<file path="src/design/ibpr_pkg.sv">
// ----------------------------------------------------------------------------
// ibpr_pkg
// Shared types and constants of the isolated black pixel removal block.
// ----------------------------------------------------------------------------
`timescale 1ns / 1ps
`default_nettype none

package ibpr_pkg;

	localparam int FW_W       = 11;
	localparam int FH_W       = 16;
	localparam int CFG_IDX_W  = 1;
	localparam int CFG_DATA_W = 16;
	localparam int OUT_DEPTH  = 4;

	localparam logic [CFG_IDX_W-1:0] CFG_FRAME_WIDTH  = 1'b0;
	localparam logic [CFG_IDX_W-1:0] CFG_FRAME_HEIGHT = 1'b1;

	localparam logic FUNC_FLUSH = 1'b1;

	localparam logic [7:0] PIX_BLACK = 8'd0;
	localparam logic [7:0] PIX_WHITE = 8'd255;

	localparam logic [FW_W-1:0] FRAME_WIDTH_RST  = 11'd640;
	localparam logic [FH_W-1:0] FRAME_HEIGHT_RST = 16'd480;

	typedef struct packed {
		logic       func;
		logic [7:0] pixel_in;
	} ibpr_in_t;

	typedef struct packed {
		logic [7:0] pixel_out;
		logic       frame_end;
	} ibpr_out_t;

	// per-item control carried from the counter stage to the line buffer
	typedef struct packed {
		logic       emit;
		logic       interior;
		logic       frame_end;
		logic [7:0] val;
	} ibpr_tag_t;

	typedef enum logic [1:0] {
		SEQ_IDLE,
		SEQ_CLAMP,
		SEQ_MUL,
		SEQ_DIV
	} ibpr_seq_t;

endpackage

`default_nettype wire

</file>
<file path="src/design/ibpr_out_fifo.sv">
// ----------------------------------------------------------------------------
// ibpr_out_fifo
// Small result queue that decouples the output handshake from the pipeline.
// ----------------------------------------------------------------------------
`timescale 1ns / 1ps
`default_nettype none

module ibpr_out_fifo (
	input  wire logic                                   clk,
	input  wire logic                                   arst_n,
	input  wire logic                                   push,
	input  wire ibpr_pkg::ibpr_out_t                    push_data,
	output logic                                        valid,
	input  wire logic                                   ready,
	output ibpr_pkg::ibpr_out_t                         data,
	output logic [$clog2(ibpr_pkg::OUT_DEPTH + 1)-1:0] count
);

	import ibpr_pkg::*;

	localparam int PW   = $clog2(OUT_DEPTH);
	localparam int CNTW = $clog2(OUT_DEPTH + 1);

	ibpr_out_t       slot_q [OUT_DEPTH];
	logic [PW-1:0]   wr_ptr_q;
	logic [PW-1:0]   rd_ptr_q;
	logic [CNTW-1:0] cnt_q;
	logic            pop;

	assign valid = cnt_q != '0;
	assign pop   = valid && ready;
	assign data  = slot_q[rd_ptr_q];
	assign count = cnt_q;

	always_ff @(posedge clk) begin
		if (push) begin
			slot_q[wr_ptr_q] <= push_data;
		end
	end

	always_ff @(posedge clk or negedge arst_n) begin
		if (!arst_n) begin
			wr_ptr_q <= '0;
			rd_ptr_q <= '0;
			cnt_q    <= '0;
		end else begin
			if (push) begin
				wr_ptr_q <= wr_ptr_q + PW'(1);
			end
			if (pop) begin
				rd_ptr_q <= rd_ptr_q + PW'(1);
			end
			cnt_q <= cnt_q + CNTW'(push) - CNTW'(pop);
		end
	end

endmodule

`default_nettype wire

</file>
<file path="config.mk">
export PLATFORM = sky130hd
export DESIGN_NAME = ibpr_out_fifo
export DESIGN_NICKNAME = d
export VERILOG_FILES = /design/src/design/ibpr_pkg.sv /design/src/design/ibpr_out_fifo.sv
export SDC_FILE = /design/constraint.sdc
export NUM_CORES = 1
export LEC_CHECK = 0
export ABC_AREA = 0
export BUFFER_PORTS_ARGS = -buffer_cell sky130_fd_sc_hd__buf_4
export CORE_MARGIN = 1.5
export CORE_UTILIZATION = 40
export CTS_CLUSTER_SIZE = 40
export DETAILED_ROUTE_END_ITERATION = 10
export MAX_ROUTING_LAYER = met4
export PLACE_DENSITY = 0.67
export SYNTH_ARGS = -nofsm -noshare
export SYNTH_HDL_FRONTEND = slang
export SYNTH_SLANG_ARGS = --single-unit
</file>
<file path="constraint.sdc">
create_clock -name clk -period 2.6 [get_ports clk]
set_clock_uncertainty 0.05 [all_clocks]
set_input_delay 0.52 -clock clk [delete_from_list [all_inputs] [get_ports clk]]
set_output_delay 0.52 -clock clk [all_outputs]
set_load 0.1 [all_outputs]
</file>
After elaboration in Yosys (flattened, before gate mapping)
Memories as Yosys holds them, arrays and structs flattened. Cells that the tools add are included.

$add $sub $neg: 4. Muxes and demuxes: 2. Reductions and logical operators: 2.

Operators with widths (count): adder 2 x 1 -> 2 bit (second input constant) (2); adder 3 x 1 -> 3 bit (1); nonzero test 3 bit (1); subtractor 3 x 1 -> 3 bit (1); 2-to-1 mux 1 bit (2); logical AND 1 bit (1).

Register bits after elaboration: 7. Memory bits (writable): 36. Bits of input ports: 13. Output and inout bits: 13. Memories: 1.

Memory list: slot_q (depth 4, width 9, read ports 1, clocked after Yosys merged registers in 0, wr ports 1, RTL line ibpr_out_fifo.sv:24) `ibpr_out_t slot_q [OUT_DEPTH];`.

Depth between registers and ports, before layout
Depth after elaboration: 3. Gate-level depth with buffers: 7.

Least setup slack after synthesis
OpenSTA, ideal clock, no wires.

Path kind: reg2reg. Start point: register cnt_q[1] (netlist: count[1]). End point: register cnt_q[2] (netlist: count[2]). Setup time: 127 ps. Arrival time: 2338 ps. Data required time: 2423 ps. Slack: 85 ps. Stages on the path, launching flop included: 8. Cells stage by stage: dfrtp_1 > o31a_1 > ha_1 > inv_1 > ha_1 > fa_1 > xnor2_1 > xnor2_1.

Word-level cells in the longest chain between the ends: 3.

Ends and longest elaborated chain: start, declared (RTL line ibpr_out_fifo.sv:27) `logic [CNTW-1:0] cnt_q;`; start signal, assigned (RTL line ibpr_out_fifo.sv:53) `cnt_q <= cnt_q + CNTW'(push) - CNTW'(pop);`; nonzero test 3 bit (RTL line ibpr_out_fifo.sv:30) `assign valid = cnt_q != '0;`; logical AND 1 bit (RTL line ibpr_out_fifo.sv:31) `assign pop = valid && ready;`; via pop (RTL line ibpr_out_fifo.sv:28) `logic pop;`; subtractor 3 x 1 -> 3 bit (RTL line ibpr_out_fifo.sv:53).

The timed path passes the listed nets, and every way through them passes these cells. A chain may end at the register's enable or synchronous reset.

==> flow_metrics.tcl <==
set metrics [dict create \
    core-area_um2 4030 \
    synth_top_area_share_pct 63.7 \
    yosysTopAreaCell "edfxtp_1" \
    layout.nets 133 \
    wl_mm 2.53 \
    tightest_slew_ns 0.492 \
    worst_skew_pair.late_latency_ns 0.29 \
    clock_sinks 43 \
    die_width_um 68.2 \
    use_met1_pct 14.8 \
    yosysMostFrequentCell "edfxtp_1" \
    r2r-start "count[1]" \
    period_share_pct 93.1 \
    netlist_area_um2 1700 \
    hold_class "in2reg" \
    cp.required_ns 2.03 \
    cts_hold_buf 1 \
    viasPerCell 4.80 \
    syn_nets 101 \
    grt_remaining_overflow 0 \
    synth_edf_count 36 \
    path_clk_slew_ns 0.07 \
    cp-start-kind "flop" \
    cts_resized 0 \
    antenna_left 0 \
    yosys_register_bits 43 \
    grtUsageMet2_pct 21.7 \
    grt_util_met3_pct 5.26 \
    wire_per_inst_um 15.5 \
    ctsLongestPathBuffers 2 \
    async_flop_share_pct 16.3 \
    pin_count 26 \
    first_pass_iters 4 \
    slew_headroom_pct 67.2 \
    busiest_layer "met2" \
    netlist-cell-type-count 17 \
    syn_inst 81 \
    synth.avg_cell_area_um2 21.0 \
    drc 0 \
    die_height_um 68.2 \
    rsz0062_at_grt "no" \
    root_buffer "clkbuf_8" \
    crit_fanout 7 \
    fin_crit_ns 2.42 \
    grtUsageTotal_pct 13.4 \
    fin_hold_ws_ns 0.379 \
    fmax_mhz 413 \
    grt_pass1_wl_mm 4.10 \
    hold_viol_final 0 \
    cp.arrival_ns 1.85 \
    reg2reg_depth 7 \
    crit_path_end_kind "primary output" \
    start_util_pct 42.1 \
    maxSlewViolCount 0 \
    antenna_found_initial 0 \
    antenna_cells 0 \
    grt_pass1_vias 846 \
    status "finished, final reports clean" \
    drive_gt1_share_pct 35.4 \
    synth_area_leaders "edfxtp_1 (64%), mux4_2 (11%), dfrtp_1 (10%), ha_1 (4.4%), mux4_1 (1.5%)" \
    max-cap-violations 0 \
    via_count 783 \
    area_delta_synth_final_pct 20.9 \
    crit_type "reg2out" \
    rows 23 \
    ys_warn_count 0 \
    cp-startpoint "rd_ptr_q[0]" \
    dieArea_um2 4640 \
    min_from "push_data[8]" \
    finalWeightedCongestion 0.720 \
    ys.flop_type "edfxtp_1" \
    io_buffers 25 \
    ys_seq_area_share_pct 74.0 \
    cts_buffers 5 \
    grt_max_degree 13 \
    yosys-top-cells-count "edfxtp_1 (36), mux4_2 (8), dfrtp_1 (7), ha_1 (6), inv_1 (6)" \
    setup_viol 0 \
    final.setup.tns_ns 0 \
    drt-initial-drc-count 22 \
    cts_tree "built" \
    n_fill_cell 353 \
    htree_levels 2 \
    post-cts-setup-buffers 0 \
    whs_path_depth 1 \
]
[flip-flops by register name, indices dropped and copies added (netlist names)]
signal / cells
slot_q: 36
count: 3
rd_ptr_q: 2
wr_ptr_q: 2
[area by class of cell]
class / instances / area, um2 / share of cell area (%)
Sequential cell: 43 / 1260 / 61.2
Multi-Input combinational cell: 30 / 403 / 19.6
Timing Repair Buffer: 27 / 205 / 10.0
Clock buffer: 6 / 72.6 / 3.54
Tap cell: 50 / 62.6 / 3.05
Clock inverter: 1 / 30.0 / 1.46
Inverter: 6 / 22.5 / 1.10
[path summary, 6_finish.rpt]
check                               end  slack (ns)
max                             data[3]        0.18
min                        slot_q[0][8]        0.38
max reg2reg                    count[2]        0.52
min reg2reg                 wr_ptr_q[0]        0.49
max in group asynchronous   rd_ptr_q[1]        1.86
min in group asynchronous   wr_ptr_q[0]        0.52
[cell usage in the layout, fill, tap and decap left out]
| master | n |
|---|---|
| and2_1 | 4 |
| buf_4 | 26 |
| bufinv_16 | 1 |
| clkbuf_1 | 1 |
| clkbuf_8 | 5 |
| dfrtp_1 | 7 |
| dlygate4sd3_1 | 1 |
| edfxtp_1 | 36 |
| fa_1 | 1 |
| ha_1 | 6 |
| inv_1 | 6 |
| mux4_1 | 1 |
| mux4_2 | 8 |
| nand2_1 | 1 |
| o21ai_0 | 1 |
| o311ai_0 | 1 |
| o31a_1 | 1 |
| or3_1 | 1 |
| xnor2_1 | 3 |
| xor2_1 | 2 |
[worst max-delay path, cell delays in order, from the launching register on]
cell	delay, ns
dfrtp_1	0.57
buf_4	0.24
mux4_2	0.50
buf_4	0.25
[through the flow]
step | util (%) | cell area [um2] | std cells | worst slack (ns)
2_1_floorplan | - | 1700 | 81 | 0.0853
3_3_place_gp | 48.1 | 1940 | 155 | 0.484
3_5_place_dp | 48.1 | 1940 | 155 | 0.455
4_1_cts | 50.9 | 2050 | 163 | 0.135
5_1_grt | 50.9 | 2050 | 163 | 0.0587
6_report | 50.9 | 2050 | 163 | 0.179
[routing by layer]
metal | part of all wire, % | wire length (um)
met2 | 51 | 1300
met5 | 0 | 0
met3 | 6.6 | 168
met4 | 1.1 | 28
met1 | 41 | 1040
[cell families after synthesis]
logic type	Yosys count	synth area share (%)
AO/OA/AOI/OAI	3	1.33
XOR/XNOR	5	2.58
adder cells (fa/ha/maj)	7	5.60
buffers and inverters	8	2.28
flip-flops	43	74.0
multiplexers	9	12.2
AND/OR/NAND/NOR	6	2.06
Power is not shown: default switching activity piles up to over one toggle a cycle in this logic, so the estimate is an artifact.
