<file path="config.mk">
export PLATFORM = sky130hd
export DESIGN_NAME = ibpr_div
export DESIGN_NICKNAME = d
export VERILOG_FILES = /design/src/design/ibpr_div.sv
export SDC_FILE = /design/constraint.sdc
export NUM_CORES = 1
export LEC_CHECK = 0
export ABC_AREA = 1
export BUFFER_PORTS_ARGS = -buffer_cell sky130_fd_sc_hd__clkbuf_2
export CELL_PAD_IN_SITES_DETAIL_PLACEMENT = 1
export CELL_PAD_IN_SITES_GLOBAL_PLACEMENT = 1
export CORE_ASPECT_RATIO = 1.25
export CORE_MARGIN = 2
export CORE_UTILIZATION = 31
export CTS_CLUSTER_SIZE = 14
export DETAILED_ROUTE_END_ITERATION = 10
export GPL_TIMING_DRIVEN = 0
export PLACE_DENSITY_LB_ADDON = 0.1
export SYNTH_ARGS = -nofsm -noshare
export SYNTH_HDL_FRONTEND = slang
export SYNTH_SLANG_ARGS = --single-unit
</file>
<file path="constraint.sdc">
create_clock -name clk -period 2.56 [get_ports clk]
set_input_delay 0.512 -clock clk [delete_from_list [all_inputs] [get_ports clk]]
set_output_delay 0.512 -clock clk [all_outputs]
set_load 0.03 [all_outputs]
</file>
<file path="src/design/ibpr_div.sv">
// ----------------------------------------------------------------------------
// ibpr_div
// Serial restoring divider, one quotient bit per cycle.
// ----------------------------------------------------------------------------
`timescale 1ns / 1ps
`default_nettype none

module ibpr_div #(
	parameter int TW = 27,
	parameter int DW = 11
) (
	input  wire logic          clk,
	input  wire logic          arst_n,
	input  wire logic          start,
	input  wire logic [TW-1:0] dividend,
	input  wire logic [DW-1:0] divisor,
	output logic               done,
	output logic [TW-1:0]      quotient,
	output logic [DW-1:0]      remainder
);

	localparam int CNTW = $clog2(TW + 1);

	logic [TW-1:0]   quo_q;
	logic [DW-1:0]   rem_q;
	logic [DW-1:0]   div_q;
	logic [CNTW-1:0] cnt_q;
	logic            run_q;
	logic            done_q;
	logic [DW:0]     rem_sh;
	logic            fits;

	assign rem_sh = {rem_q, quo_q[TW-1]};
	assign fits   = rem_sh >= {1'b0, div_q};

	always_ff @(posedge clk or negedge arst_n) begin
		if (!arst_n) begin
			run_q  <= 1'b0;
			cnt_q  <= '0;
			done_q <= 1'b0;
		end else if (start) begin
			run_q  <= 1'b1;
			cnt_q  <= CNTW'(TW);
			done_q <= 1'b0;
		end else begin
			done_q <= run_q && (cnt_q == CNTW'(1));
			if (run_q) begin
				cnt_q <= cnt_q - CNTW'(1);
				if (cnt_q == CNTW'(1)) begin
					run_q <= 1'b0;
				end
			end
		end
	end

	always_ff @(posedge clk) begin
		if (start) begin
			quo_q <= dividend;
			rem_q <= '0;
			div_q <= divisor;
		end else if (run_q) begin
			if (fits) begin
				rem_q <= DW'(rem_sh - {1'b0, div_q});
			end else begin
				rem_q <= rem_sh[DW-1:0];
			end
			quo_q <= {quo_q[TW-2:0], fits};
		end
	end

	assign done      = done_q;
	assign quotient  = quo_q;
	assign remainder = rem_q;

endmodule

`default_nettype wire

</file>
== Word-level counts from Yosys, hierarchy flattened ==
Cells that the tools add are included.

* Add/subtract/negate cells: 2
* Magnitude comparators: 1
* Equal/unequal tests: 1
* Mux-type cells: 9
* Reduce and logical (&&, ||, !) cells: 2

{| class="wikitable"
|+ Operators with widths
! cell !! number
|-
| $mux 27 || 2
|-
| $ge 12x11->1 || 1
|-
| $mux 11 || 1
|-
| $sub 11x11->11 || 1
|-
| $mux 5 || 2
|-
| $eq 5x1->1 const B || 1
|-
| $sub 5x1->5 const B || 1
|-
| $mux 1 || 4
|-
| $reduce_bool 2->1 || 1
|-
| $logic_and 1x1->1 || 1
|}

* Register bits after elaboration: 56
* Bits of input ports: 41
* Output and inout bits: 39
* Logic and storage cells: 21

== Depth between registers and ports, before layout ==
* Word-level depth: 4
* Depth in mapped cells: 12
* Depth with buffers taken out: 12

== Worst setup path before layout ==
Ideal clock, no wire load.

* Kind: flip-flop to flip-flop
* Start point: register quo_q[26], in the netlist quotient[26]
* End point: register rem_q[7], in the netlist remainder[7]
* Library setup time: 113 ps
* Arrival: 1912 ps
* Required time: 2447 ps
* Setup slack: 535 ps
* Stages on the path, launching flop included: 13
* Path buffers: 1
* Clock period less this slack: 2025 ps
* Cells stage by stage: edfxtp_1 > inv_1 > ha_1 > fa_1 > inv_1 > nand3_1 > nand3_2 > nand2_2 > nand4_4 > buf_12 > nand3_2 > nand3_1 > nand2_1

* Longest elaborated chain between the ends: 2
* Elaborated cells on any way between the ends: 3
* Classes of those cells: 1 x add/sub; 1 x order compare; 1 x mux

{| class="wikitable"
|+ Ends and longest elaborated chain
! element !! RTL line !! text
|-
| start, declared || 24 || <nowiki>logic [TW-1:0] quo_q;</nowiki>
|-
| start signal, assigned || 58 || <nowiki>quo_q <= dividend;</nowiki>
|-
| start signal, assigned || 67 || <nowiki>quo_q <= {quo_q[TW-2:0], fits};</nowiki>
|-
| $sub 11x11->11 / $ge 12x11->1 (equally long branches) || 63, 34 ||
|-
| $mux 11 (*) || 62 || <nowiki>if (fits) begin</nowiki>
|-
| end signal, assigned || 63 || <nowiki>rem_q <= DW'(rem_sh - {1'b0, div_q});</nowiki>
|-
| end signal, assigned || 65 || <nowiki>rem_q <= rem_sh[DW-1:0];</nowiki>
|-
| end, declared || 25 || <nowiki>logic [DW-1:0] rem_q;</nowiki>
|}

Mark *: on every way between the ends. The rest lies on a longest branch, timed or not.
A chain may end at the register's enable or synchronous reset.

== Final worst setup path ==
* Start point: input port start
* End point: register quo_q[22], in the netlist quotient[22], enable pin

* Longest elaborated chain between the ends: 1

{| class="wikitable"
|+ Ends and longest elaborated chain
! element !! RTL line !! text
|-
| start, declared || 14 || <nowiki>input wire logic start,</nowiki>
|-
| $reduce_bool 2->1 (no source line) || -- ||
|}

Every way passes these cells.

==> results.ini <==
[floorplan]
ios=80
dieArea_um2=10920
die_h_um=116.4
rows=41
core_um2=9952
die_x_um=93.88
start_util=0.3146

[global_routing]
grt_overflow=0
grt_max_degree=19
grt_pass1_wl_um=14060
grtUsageTotal=0.1696
grt_pass1_vias=2894
antenna_found_initial=0

[placement]
dp_slack_ns=-0.6511
portBuffers=79
hpwl_um=6547
placed_cell_area_um2=3687
gp_congestion=0.8010
placedCellCount=586

[flow_run]
max_cap_violations=0

[critical_path]
path_max_fanout=13
critPathLaunchType=input port
arrival_ns=2.28
critPathKind=input port to flip-flop
slowest_delay_ns=0.44
r2r-end=remainder[8]
worst-path-buf-inv=4
reg2reg_depth=12
slowest_stage=clkbuf_2
path_delay_family=buffers and inverters
r2r_setup_slack_ns=0.42
worst_ep_required_time_ns=2.52
cpMostUsedCell=clkbuf_2
crit_chain=clkbuf_2 > clkbuf_1 > nor2_1 > clkbuf_2 > clkinvlp_4
cp-end-kind=flip-flop
rr_startpoint=quotient[26]

[sta]
rsz0062_at_grt=no
post-route-period-util=0.9044
slew_violations=0
clock_skew_ns=0.01102
finalCriticalPeriod_ns=2.315
timing.final.ws_setup_ns=0.2448
hold_viol_final=0
setup_violations=0
maxSlewHeadroom=0.6934
worstMarginPinSlew_ns=0.4599
max_freq_mhz=431.9

[power]
pwr-share-seq=0.349
internal-power_w=0.002083
p_per_area_nw_per_um2=893.3
p_sw_w=0.001392
pwr-share-comb=0.418
swShare=0.4006
ir_worst_vdd_mv=0.3013
p_leak_nw=2.039
clock_power_share=0.233

[cts]
cts_max_level=2
clkLatencyLatePin_ns=0.30
cts_hold_buffers=0
clkTransAtPathRegs_ns=0.08
clockBufferDepth=2
cts_tree=built
root_buffer=clkbuf_16
cts_num_sinks=56
numCtsBuffers=5

[drt]
drc_errors=0
wl_per_cell_um=14.44
first_iter_violations=75
drtPass1Iterations=4
num_vias=2730
drtAntennaViolNets=0
routed_via_density=4.581
routed_wl_um=8605

[synth]
syn_area_um2=3131
syn_area_per_cell_um2=8.282
ys_seq_area_frac=0.4908
synthCells=378
ys_types=30
syn_nets=433
ys_ff_latch=56
yosysWarnings=0

[status]
outcome=finished, final reports clean

[finish]
area_delta_synth_final_pct=24.30
diodes=0
stdcell_count=596
fin_area_um2=3891
nets=521
drive_gt1_frac=0.2698

[min_path]
hold_path_class=input port to async pin

## worst reg2reg max path: cells and delay by family, from the launching register on
kind | cells | cell delay (ns)
adders and majority gates | 2 | 0.64
and+or+nand+nor | 7 | 0.66
buffers and inverters | 3 | 0.34
DFF | 1 | 0.40
## repair_timing
item | in CTS | in global routing
gates resized for setup | 3 | 0
gates cloned | 1 | 0
setup buffers | 0 | 1
endpoints found under the setup margin | 27 | 14
## per-layer routing
| metal | global-route usage | share of wire | vias up |
|---|---|---|---|
| met5 | 0 | 0 | - |
| met4 | 0.07343 | 0.032 | 0 |
| met3 | 0.05097 | 0.060 | 14 |
| met2 | 0.3095 | 0.52 | 63 |
| met1 | 0.1804 | 0.38 | 1277 |
| li1 | - | - | 1376 |
## layout make-up
type | count | area [µm²]
flip-flops and latches | 56 | 1536
inverters | 53 | 202.7
repair buffers | 80 | 415.4
clock buffers | 5 | 125.1
well taps | 129 | 161.4
multi-input cells | 256 | 1305
fillers | 1246 | 6061
repair inverters | 1 | 7.507
plain buffers | 13 | 91.34
clock inverters | 3 | 46.29
## metrics by stage
| stage | hold WS (ns) | total power, W | setup TNS, ns | utilization |
|---|---|---|---|---|
| after global placement | 0.3617 | 0.002685 | -15.22 | 0.3705 |
| after CTS | 0.03893 | 0.003534 | 0 | 0.3890 |
| after detailed placement | 0.3707 | 0.002709 | -17.54 | 0.3705 |
| final | 0.03941 | 0.003476 | 0 | 0.3910 |
| after floorplan | 0.2164 | 0.002304 | 0 | - |
| after global routing | 0.04030 | 0.003724 | 0 | 0.3910 |
## state kept, by name, indices dropped and copies added, names as in the netlist
register   count
cnt_q          5
run_q          1
remainder     11
done           1
div_q         11
quotient      27
## power by group through the flow
stage	Clock [W]	Sequential, W	Combinational, W
after floorplan	0	0.00142	0.000886
after CTS	0.000836	0.00122	0.00148
final	0.000811	0.00121	0.00145
after global routing	0.000865	0.00123	0.00163
after detailed placement	0	0.00123	0.00147
after global placement	0	0.00123	0.00145
## cell usage in the layout, fill, tap and decap left out, types with 2 or more instances in the layout
master / instances
a21oi_1: 6
buf_12: 2
buf_2: 3
clkbuf_1: 5
clkbuf_16: 5
clkbuf_2: 80
clkinvlp_4: 3
dfrtp_1: 7
dfxtp_1: 11
edfxtp_1: 38
ha_1: 13
inv_1: 50
inv_2: 2
nand2_1: 146
nand2_2: 14
nand3_1: 24
nand3_2: 6
nand4_1: 15
nor2_1: 16
nor2_2: 2
o21ai_0: 4
xnor2_1: 2
## Yosys cell counts, drive strengths merged
cell type | count | area [µm²]
inv | 53 | 198.9
o21ai | 4 | 20.02
nor2 | 19 | 83.83
nand4 | 16 | 115.1
dfxtp | 11 | 220.2
dfrtp | 7 | 175.2
xnor2 | 2 | 17.52
clkbuf | 7 | 36.28
edfxtp | 38 | 1141
nand2 | 160 | 635.6
a21oi | 7 | 38.79
and2 | 1 | 8.760
or2 | 1 | 6.260
buf | 6 | 53.80
ha | 13 | 162.7
xor2 | 1 | 8.760
nand3 | 30 | 180.2
a22oi | 1 | 7.510
fa | 1 | 20.02
## cell families (layout without fill, tap and decap cells)
family / Yosys count / after routing / share of synthesized area
compound gates: 12 / 12 / 0.02119
xor+xnor: 3 / 3 / 0.008395
fa+ha+maj: 14 / 14 / 0.05835
buf+inv: 66 / 155 / 0.09232
flops: 56 / 56 / 0.4908
simple gates: 227 / 227 / 0.3289
## worst max path at each step
stage / start / end / slack [ns] / depth (start not counted)
CTS: start / quotient[15] / 0.16 / 5
finish: start / quotient[22] / 0.24 / 5
global placement: start / quotient[20] / -0.57 / 5
detailed placement: start / quotient[21] / -0.65 / 5
global route: start / quotient[8] / 0.04 / 5
floorplan: quotient[26] / remainder[7] / 0.53 / 12
Power figures use the tool's default switching activity.
